`src/emmc_pkg.sv`:
```
package emmc_pkg;

  localparam int unsigned STORE_DEPTH = 65536;
  localparam int unsigned ADDR_W      = 16;
  localparam int unsigned LEFT_W      = 15;

  typedef enum logic [1:0] {
    OP_CMD  = 2'd0,
    OP_WR   = 2'd1,
    OP_RD   = 2'd2
  } op_e;

  typedef enum logic [1:0] {
    ST_OK      = 2'd0,
    ST_TIMEOUT = 2'd1,
    ST_INVALID = 2'd2,
    ST_NO_XFER = 2'd3
  } status_e;

  typedef enum logic [1:0] {
    KIND_NONE  = 2'd0,
    KIND_WRITE = 2'd1,
    KIND_READ  = 2'd2,
    KIND_EXT   = 2'd3
  } kind_e;

  localparam logic [5:0] CMD_GO_IDLE      = 6'd0;
  localparam logic [5:0] CMD_SEND_OP_COND = 6'd1;
  localparam logic [5:0] CMD_ALL_SEND_CID = 6'd2;
  localparam logic [5:0] CMD_SET_RCA      = 6'd3;
  localparam logic [5:0] CMD_IO_OP_COND   = 6'd5;
  localparam logic [5:0] CMD_SWITCH       = 6'd6;
  localparam logic [5:0] CMD_SEND_EXT_CSD = 6'd8;
  localparam logic [5:0] CMD_SEND_CSD     = 6'd9;
  localparam logic [5:0] CMD_SEND_CID     = 6'd10;
  localparam logic [5:0] CMD_STOP         = 6'd12;
  localparam logic [5:0] CMD_SEND_STATUS  = 6'd13;
  localparam logic [5:0] CMD_READ_SINGLE  = 6'd17;
  localparam logic [5:0] CMD_READ_MULTI   = 6'd18;
  localparam logic [5:0] CMD_WRITE_SINGLE = 6'd24;
  localparam logic [5:0] CMD_WRITE_MULTI  = 6'd25;
  localparam logic [5:0] CMD_APP_OP_COND  = 6'd41;

  localparam logic [31:0] OCR_WORD    = 32'h00FF8080;
  localparam logic [31:0] STATUS_WORD = 32'h00000900;

  localparam logic [3:0][31:0] CID_WORDS = {
    32'h4D430001, 32'h414C454D, 32'h49525455, 32'h15010056
  };
  localparam logic [3:0][31:0] CSD_WORDS = {
    32'h0A404001, 32'h00007F7F, 32'h5B590000, 32'h400E0032
  };

  localparam logic [7:0] EXT_STRUCTURE = 8'h05;
  localparam logic [7:0] EXT_CARD_TYPE = 8'h07;
  localparam logic [7:0] EXT_REVISION  = 8'h15;

  typedef struct packed {
    logic [15:0]       rca;
    kind_e             kind;
    logic [ADDR_W-1:0] ptr;
    logic [LEFT_W-1:0] left;
  } xfer_st_t;

  typedef struct packed {
    status_e         status;
    logic [3:0][31:0] resp;
    logic [63:0]     data;
    logic            use_ram;
    logic            last;
  } rslt_t;

  typedef struct packed {
    logic              we;
    logic              re;
    logic [ADDR_W-1:0] addr;
  } mem_ctl_t;

endpackage

```
`src/emmc_step.sv`:
```
module emmc_step #(
  parameter int unsigned SECTOR_COUNT = 1024,
  parameter int unsigned MAX_BLOCKS   = 256
) (
  input  emmc_pkg::op_e      op_i,
  input  logic [5:0]         command_index_i,
  input  logic [31:0]        command_argument_i,
  input  logic [8:0]         block_count_i,
  input  emmc_pkg::xfer_st_t cur_i,
  output emmc_pkg::xfer_st_t nxt_o,
  output emmc_pkg::rslt_t    rslt_o,
  output emmc_pkg::mem_ctl_t mem_o
);

  localparam logic [31:0] SC_WORD   = 32'(SECTOR_COUNT);
  localparam logic [32:0] SC_LIMIT  = 33'(SECTOR_COUNT);
  localparam logic [15:0] BLK_LIMIT = 16'(MAX_BLOCKS);

  // word positions inside the 512-byte extended CSD
  localparam logic [5:0] EXT_W_STRUCT = 6'd24;
  localparam logic [5:0] EXT_W_SEC    = 6'd26;
  localparam logic [5:0] EXT_W_REV    = 6'd28;

  logic [32:0]                 end_sector;
  logic [emmc_pkg::LEFT_W-1:0] left_dec;
  logic [63:0]                 ext_word;

  assign end_sector = {1'b0, command_argument_i} + {24'b0, block_count_i};
  assign left_dec   = cur_i.left - 1'b1;

  always_comb begin
    unique case (cur_i.ptr[5:0])
      EXT_W_STRUCT: ext_word = {24'b0, emmc_pkg::EXT_CARD_TYPE, 24'b0,
                                emmc_pkg::EXT_STRUCTURE};
      EXT_W_SEC:    ext_word = {SC_WORD, 32'b0};
      EXT_W_REV:    ext_word = {emmc_pkg::EXT_REVISION, 56'b0};
      default:      ext_word = '0;
    endcase
  end

  always_comb begin
    nxt_o          = cur_i;
    rslt_o         = '0;
    rslt_o.status  = emmc_pkg::ST_OK;
    mem_o          = '0;
    mem_o.addr     = cur_i.ptr;

    unique case (op_i)
      emmc_pkg::OP_CMD: begin
        unique case (command_index_i)
          emmc_pkg::CMD_GO_IDLE: begin
            nxt_o.rca  = '0;
            nxt_o.kind = emmc_pkg::KIND_NONE;
            nxt_o.ptr  = '0;
            nxt_o.left = '0;
          end
          emmc_pkg::CMD_SEND_OP_COND: rslt_o.resp[0] = emmc_pkg::OCR_WORD;
          emmc_pkg::CMD_ALL_SEND_CID,
          emmc_pkg::CMD_SEND_CID:     rslt_o.resp = emmc_pkg::CID_WORDS;
          emmc_pkg::CMD_SET_RCA: begin
            nxt_o.rca      = command_argument_i[31:16];
            rslt_o.resp[0] = {command_argument_i[31:16], 16'h0001};
          end
          emmc_pkg::CMD_IO_OP_COND,
          emmc_pkg::CMD_APP_OP_COND:  rslt_o.status = emmc_pkg::ST_TIMEOUT;
          emmc_pkg::CMD_SWITCH,
          emmc_pkg::CMD_SEND_STATUS:  rslt_o.resp[0] = emmc_pkg::STATUS_WORD;
          emmc_pkg::CMD_SEND_CSD:     rslt_o.resp = emmc_pkg::CSD_WORDS;
          emmc_pkg::CMD_STOP: begin
            nxt_o.kind = emmc_pkg::KIND_NONE;
            nxt_o.ptr  = '0;
            nxt_o.left = '0;
          end
          emmc_pkg::CMD_SEND_EXT_CSD: begin
            if (block_count_i != '0) begin
              nxt_o.kind = emmc_pkg::KIND_EXT;
              nxt_o.ptr  = '0;
              nxt_o.left = emmc_pkg::LEFT_W'(64);
            end
          end
          emmc_pkg::CMD_READ_SINGLE,
          emmc_pkg::CMD_READ_MULTI,
          emmc_pkg::CMD_WRITE_SINGLE,
          emmc_pkg::CMD_WRITE_MULTI: begin
            if (block_count_i != '0) begin
              nxt_o.kind = emmc_pkg::KIND_NONE;
              nxt_o.ptr  = '0;
              nxt_o.left = '0;
              priority if ({7'b0, block_count_i} > BLK_LIMIT) begin
                rslt_o.status = emmc_pkg::ST_INVALID;
              end else if (end_sector > SC_LIMIT) begin
                rslt_o.status = emmc_pkg::ST_INVALID;
              end else begin
                nxt_o.kind = (command_index_i == emmc_pkg::CMD_WRITE_SINGLE ||
                              command_index_i == emmc_pkg::CMD_WRITE_MULTI)
                             ? emmc_pkg::KIND_WRITE : emmc_pkg::KIND_READ;
                nxt_o.ptr  = {command_argument_i[9:0], 6'b0};
                nxt_o.left = {block_count_i, 6'b0};
              end
            end
          end
          default: rslt_o.status = emmc_pkg::ST_INVALID;
        endcase
      end

      emmc_pkg::OP_WR,
      emmc_pkg::OP_RD: begin
        if (op_i == emmc_pkg::OP_WR && cur_i.kind == emmc_pkg::KIND_WRITE &&
            cur_i.left != '0) begin
          mem_o.we = 1'b1;
        end else if (op_i == emmc_pkg::OP_RD && cur_i.kind == emmc_pkg::KIND_READ &&
                     cur_i.left != '0) begin
          mem_o.re       = 1'b1;
          rslt_o.use_ram = 1'b1;
        end else if (op_i == emmc_pkg::OP_RD && cur_i.kind == emmc_pkg::KIND_EXT &&
                     cur_i.left != '0) begin
          rslt_o.data = ext_word;
        end else begin
          rslt_o.status = emmc_pkg::ST_NO_XFER;
        end

        if (rslt_o.status == emmc_pkg::ST_OK) begin
          nxt_o.ptr  = cur_i.ptr + 1'b1;
          nxt_o.left = left_dec;
          if (left_dec == '0) begin
            rslt_o.last = 1'b1;
            nxt_o.kind  = emmc_pkg::KIND_NONE;
            nxt_o.ptr   = '0;
          end
        end
      end

      default: rslt_o.status = emmc_pkg::ST_INVALID;
    endcase
  end

endmodule
```
`config.mk`:
```
export PLATFORM = sky130hd
export DESIGN_NAME = emmc_step
export DESIGN_NICKNAME = d
export VERILOG_FILES = /design/src/emmc_pkg.sv /design/src/emmc_step.sv
export SDC_FILE = /design/constraint.sdc
export NUM_CORES = 1
export LEC_CHECK = 0
export BUFFER_PORTS_ARGS = -buffer_cell sky130_fd_sc_hd__buf_2
export CAP_MARGIN = 0
export CORE_AREA = 2 2 138 140
export DETAILED_ROUTE_END_ITERATION = 10
export DIE_AREA = 0 0 140 142
export GPL_TIMING_DRIVEN = 0
export PLACE_DENSITY = 0.65
export SLEW_MARGIN = 20
export SYNTH_ARGS = -nofsm -noshare
export SYNTH_HDL_FRONTEND = slang
export SYNTH_SLANG_ARGS = --single-unit
```
`constraint.sdc`:
```
create_clock -name vclk -period 4.7
set_clock_uncertainty 0.1 [all_clocks]
set_input_delay 0.47 -clock vclk [all_inputs]
set_output_delay 0.47 -clock vclk [all_outputs]
set_load 0.02 [all_outputs]
```
======== Yosys cells after proc, flatten, opt, wreduce, memory -nomap -nowiden ========
Index checks and enable logic that the tools add are counted.
operators by class
  add/subtract/negate cells ............... 3
  $mul .................................... 0
  divide/modulo/power cells ............... 0
  $lt $le $gt $ge ......................... 2
  eq/ne operators ......................... 23
  shifts and indexed selects .............. 0
  multiplexer cells ....................... 34
  bitwise operators ....................... 0
  reduce and logical (&&, ||, !) cells .... 20
operator list
  kind                                                   number
  case mux 95 bit (2 select lines)                       1
  case mux 61 bit (3 select lines)                       1
  2-to-1 mux 33 bit                                      5
  case mux 32 bit (5 select lines)                       1
  2-to-1 mux 128 bit                                     1
  2-to-1 mux 64 bit                                      2
  case mux 33 bit (3 select lines)                       1
  2-to-1 mux 66 bit                                      1
  case mux 33 bit (2 select lines)                       1
  2-to-1 mux 65 bit                                      1
  equality test 6 x 5 -> 1 bit (second input constant)   7
  adder 32 x 9 -> 33 bit                                 1
  > comparator 33 x 11 -> 1 bit (second input constant)  1
  case mux 16 bit (2 select lines)                       1
  equality test 6 x 4 -> 1 bit (second input constant)   5
  2-to-1 mux 18 bit                                      1
  2-to-1 mux 2 bit                                       9
  adder 16 x 1 -> 16 bit (second input constant)         1
  2-to-1 mux 16 bit                                      1
  zero test 15 bit                                       1
  nonzero test 15 bit                                    1
  subtractor 15 x 1 -> 15 bit (second input constant)    1
  equality test 6 x 2 -> 1 bit (second input constant)   2
  equality test 6 x 3 -> 1 bit (second input constant)   2
  16 further kinds                                       33
word-level totals
  bits in registers ....................... 0
  latch bits .............................. 0
  bits in writable memories ............... 0
  ROM bits ................................ 0
  bits of input ports ..................... 98
  output and inout bits ................... 263
  logic and storage cells ................. 82
  memories ................................ 0

======== Longest topological paths before layout ========
Gate-level depths: netlist of run 1.
  word-level depth ........................ 10
  mapped depth ............................ 12
  gate-level depth less buffers ........... 10

======== Least setup slack after synthesis of run 1 ========
OpenSTA, ideal clock, no wires.
  path type ............................... input-to-output
  start point ............................. input command_argument_i[6]
  end point ............................... output nxt_o[13] (netlist bit)
  arrival ................................. 3.383 ns
  required time ........................... 4.130 ns
  setup slack ............................. 0.747 ns
  stages .................................. 9
  buffers on the path ..................... 0
  cells stage by stage .................... ha_1 > a21oi_1 > o221ai_1 > a32oi_1 > mux2i_1 > o2111ai_1 > nor4_4 > nand3_2 > o31ai_1
RTL lines
  what         RTL line         source
  from (decl)  emmc_step.sv:7   input logic [31:0] command_argument_i,
  to (decl)    emmc_step.sv:10  output emmc_pkg::xfer_st_t nxt_o,

==> results of run 1 <==
==> power groups by stage <==
stage / sequential (mW) / clock, mW / combinational, mW
2_1_floorplan: 0 / 0 / 0.468
3_3_place_gp: 0 / 0 / 0.649
3_5_place_dp: 0 / 0 / 0.653
4_1_cts: 0 / 0 / 0.655
5_1_grt: 0 / 0.0000000854 / 0.723
6_report: 0 / 0.0000000854 / 0.666
==> how the worst min path moves through the flow <==
stage | slack, ns | from | cells after the start | to
floorplan | 0.93 | cur_i[31] | 1 | mem_o[16]
global placement | 1.06 | cur_i[25] | 2 | mem_o[10]
detailed placement | 1.06 | cur_i[23] | 2 | mem_o[8]
CTS | 1.06 | cur_i[23] | 2 | mem_o[8]
global route | 1.06 | cur_i[25] | 2 | mem_o[10]
finish | 1.06 | cur_i[23] | 2 | mem_o[8]
==> worst max-delay path: stages <==
cell and delay, ns:
buf_2 0.12, ha_1 0.24, fa_1 0.41, nand3_1 0.19, a21oi_1 0.18, or4b_2 0.65
a21oi_1 0.18, a41oi_1 0.18, nor4_4 0.40, nand3_2 0.23, o31ai_1 0.42, buf_2 0.25
==> cell families after synthesis <==
kind of cell | after synthesis | synth area share [%]
XOR/XNOR | 12 | 1.98
multiplexers | 9 | 1.75
AO/OA/AOI/OAI | 196 | 25.5
other | 1 | 0.0708
AND/OR/NAND/NOR | 338 | 34.2
buffers and inverters | 253 | 31.8
adder cells (fa/ha/maj) | 19 | 4.63
==> routing by layer <==
layer | part of all wire [%] | global-route usage [%] | up-vias
met1 | 41 | 24.0 | 3066
met5 | 0 | 0 | -
met3 | 7.3 | 2.22 | 12
met2 | 51 | 36.0 | 318
li1 | - | - | 3409
met4 | 0.86 | 2.07 | 0
==> synthesized netlist by cell type (all sizes together) (4+ instances only) <==
library cell / n
buf: 192
nand2: 104
nor2: 45
o21ai: 41
a21oi: 37
inv: 33
nand3: 32
nand4: 29
clkbuf: 27
ha: 18
nor3: 16
nor2b: 15
or3: 15
a211oi: 12
a21o: 12
and3: 12
and2: 10
nor4: 9
a31oi: 8
nand2b: 8
o31ai: 8
or4: 8
a22oi: 7
mux2i: 7
nor4b: 7
o211ai: 7
a31o: 6
or2: 6
xnor2: 6
xor2: 6
a211o: 5
a22o: 4
a32oi: 4
and3b: 4
and4: 4
nor3b: 4
o21a: 4
o311a: 4
o41ai: 4
or3b: 4
==> area by class of cell <==
cell class,count,area [µm²]
antenna,3,7.51
buffer,220,1560
fill,2034,11200
inverter,33,124
multi-input combinational,685,4040
tap,234,293
timing repair buffer,240,1200
==> metrics.txt, run 1 <==
total power=666 µW; GRT Overall Usage=19.1%; pre-CTS setup slack=0.0836 ns; DRT iter0 DRCs=597; RSZ-0062 raised after global routing=no; maximum VDD drop=38.9 µV; layout cells sized above 1=40.0%; Worst Tran Pin Value=0.655 ns; Max Cap Viol=0; Post-Route WL=21000 µm; Area contributors post-synth=buf_4, nand2_1, ha_1; most common cell after layout, fill and taps aside=buf_2; critical path endpoint category=output port; Worst setup endpoint=nxt_o[13]; seq_cells=0; Crit Path Class=primary input to output port; core area=18500 µm²; Final Setup Violations=0; Detailed Place HPWL=18000 µm; WHS=1.06 ns; Port Buffers=240; Synth warnings=0; most frequent cells in the layout=buf_2, buf_4, conb_1, nand2_1, nor2_1; Psw=413 µW; clock share of power=0%; slew margin rel.=56.1%; Arr. time, crit path=3.93 ns; crit path from=command_argument_i[0]; Sequential Power Share=0%; crit-path max FO=6; cts hold-fix bufs=0; first-pass GRT wire length=31600 µm; total gr overflow=0; mean area per synthesized cell=6.40 µm²; period utilisation layout=95.7%; Starting Density=28.7%; internal power=252 µW; status=finished, violations left; Fmax=222 MHz; top-area cell type share of the netlist area=25.7%; WP data required=4.13 ns; post-DR wirelength/cell=14.8 µm; Pleak=4.11 nW; chip width=140 µm; final-report hold violation count=0; Distinct cells, synth=84; Sum Neg Setup Slack=0 ns; Worst Setup Slack, final=0.203 ns; DIE HEIGHT=142 µm; Layout Area Growth over Synthesis=36.5%; Post-Place Cells=1412; number of remaining DRC errors=20; Vias=6805; Comb power frac=100.0%; row cnt=50; violated checks=DRC; die area=19900 µm²; Finished Layout Cells=1415; Yosys top cell by area=buf_4; vias in the first global route=5886; sequential area share after synthesis=0%; first drt pass iteration count=9; final instance area=7230 µm²; Worst setup SP type=primary input; Final Max Slew Viols=0; Setup Buffers After CTS=0; Mapped Cells=828; Placer Congestion=0.912; post-route ant nets=0; mapped cell area=5300 µm²; fin util=39.2%; Reg area=0 µm²; Final Net Count=1297; initial antenna violation count=3; path type of the worst min-delay path=primary input to output port; num ports=361; post-cts gate resize count=0; routed vias/inst=4.81; placed inst area=7200 µm²; P per Cell Area=92.1 nW/µm²; switching share of power=62.1%; final critical-path required period=4.50 ns; clk_buf instances=0; largest net degree at the start of global routing=19
Power figures use the tool's default switching activity.
==> inputs of run 2 (changes only) <==
- CORE_AREA: 2 2 138 140 -> 2 2 141 143
- DIE_AREA: 0 0 140 142 -> 0 0 143 145
- PLACE_DENSITY: 0.65 -> 0.63
- clock period: 4.7 -> 5.55 ns (I/O delays scaled with it)
==> metrics.txt, run 2 (synthesis results as in run 1) <==
met3 WL=1650 µm; total power=563 µW; DRT iter0 DRCs=567; Fillers=2149; cts hold-fix bufs=0; post-cts gate resize count=0; crit path cell chain=buf_2 -> ha_1 -> buf_2 -> nand4_1 -> a211oi_1 -> o21ai_0 -> or3_2 -> o311a_1 -> nor4_4 -> nand3_2 -> o31ai_1 -> buf_2; Worst Setup Slack, final=0.607 ns; Starting Density=27.6%; Crit Path Class=primary input to output port; chip width=143 µm; slew margin rel.=47.4%; Multi-input gate area=4020 µm²; Worst Tran Pin Value=0.789 ns; Layout Area Growth over Synthesis=36.9%; Worst setup SP type=primary input; most common cell after layout, fill and taps aside=buf_2; final-report hold violation count=0; period utilisation layout=89.1%; Post-Route WL=21200 µm; largest net degree at the start of global routing=19; P per Cell Area=77.6 nW/µm²; Arr. time, crit path=4.29 ns; placed inst area=7240 µm²; RSZ-0062 raised after global routing=no; pre-CTS setup slack=0.661 ns; die area=20700 µm²; Finished Layout Cells=1446; most frequent cells in the layout=buf_2, buf_4, conb_1, nand2_1, nor2_1; Max Cap Viol=0; CP Buf/Inv Count=3; vias in the first global route=6044; Final Max Slew Viols=0; met2 wire len=10500 µm; Worst path max stage delay=0.55 ns; final critical-path required period=4.94 ns; Vias=6714; Final Setup Violations=0; WP data required=4.89 ns; maximum VDD drop=31.8 µV; GRT Overall Usage=18.9%; row cnt=51; CP most frequent cell=buf_2; critical path endpoint category=output port; fin util=37.7%; path type of the worst min-delay path=primary input to output port; status=finished, final reports clean; final instance area=7250 µm²; clk_buf instances=0; initial antenna violation count=3; seq_cells=0; core area=19200 µm²; routed vias/inst=4.64; layout cells sized above 1=39.7%; Highest Signal Layer=met4; DIE HEIGHT=145 µm; Post-Place Cells=1443; met1 WL=8760 µm; Setup Buffers After CTS=0; CP max stage cell=a211oi_1; Placer Congestion=0.908; post-DR wirelength/cell=14.6 µm; number of remaining DRC errors=0; largest delay contributor family on the critical path=compound AO/OA/AOI/OAI gates; Final Net Count=1297; Port Buffers=240; crit-path max FO=10; total gr overflow=0; Fmax=202 MHz; Reg area=0 µm²; WHS=1.23 ns; Sum Neg Setup Slack=0 ns; first drt pass iteration count=5; num ports=361; Detailed Place HPWL=18100 µm; Pleak=4.10 nW; first-pass GRT wire length=32300 µm; post-route ant nets=0
run 2: cell counts in the layout (fill, tap and decap cells not counted):
No cell type changed its count.
run 2: area by class of cell:
class,instances,share of cell area (%)
diodes,3,0.104
plain buffers,220,21.5
inverters,33,1.71
multi-input cells,685,55.5
well taps,265,4.57
repair buffers,240,16.6
run 2: routing by layer:
| metal | vias to the layer above | GRT usage (%) |
|---|---|---|
| li1 | 3404 | - |
| met5 | - | 0 |
| met1 | 2968 | 24.5 |
| met3 | 21 | 2.05 |
| met4 | 0 | 3.02 |
| met2 | 321 | 33.8 |
run 2: power breakdown:
| group | internal (mW) | total, mW | switching [mW] |
|---|---|---|---|
| Combinational | 0.213 | 0.563 | 0.349 |
| Sequential | 0 | 0 | 0 |
| Clock | 0.0000000724 | 0.0000000724 | 0 |
run 2: worst paths after layout:
| path | from | endpoint | slack, ns | cells past startpoint |
|---|---|---|---|---|
| setup / recovery | command_argument_i[7] | nxt_o[13] | 0.61 | 12 |
| hold / removal | cur_i[25] | mem_o[10] | 1.23 | 2 |
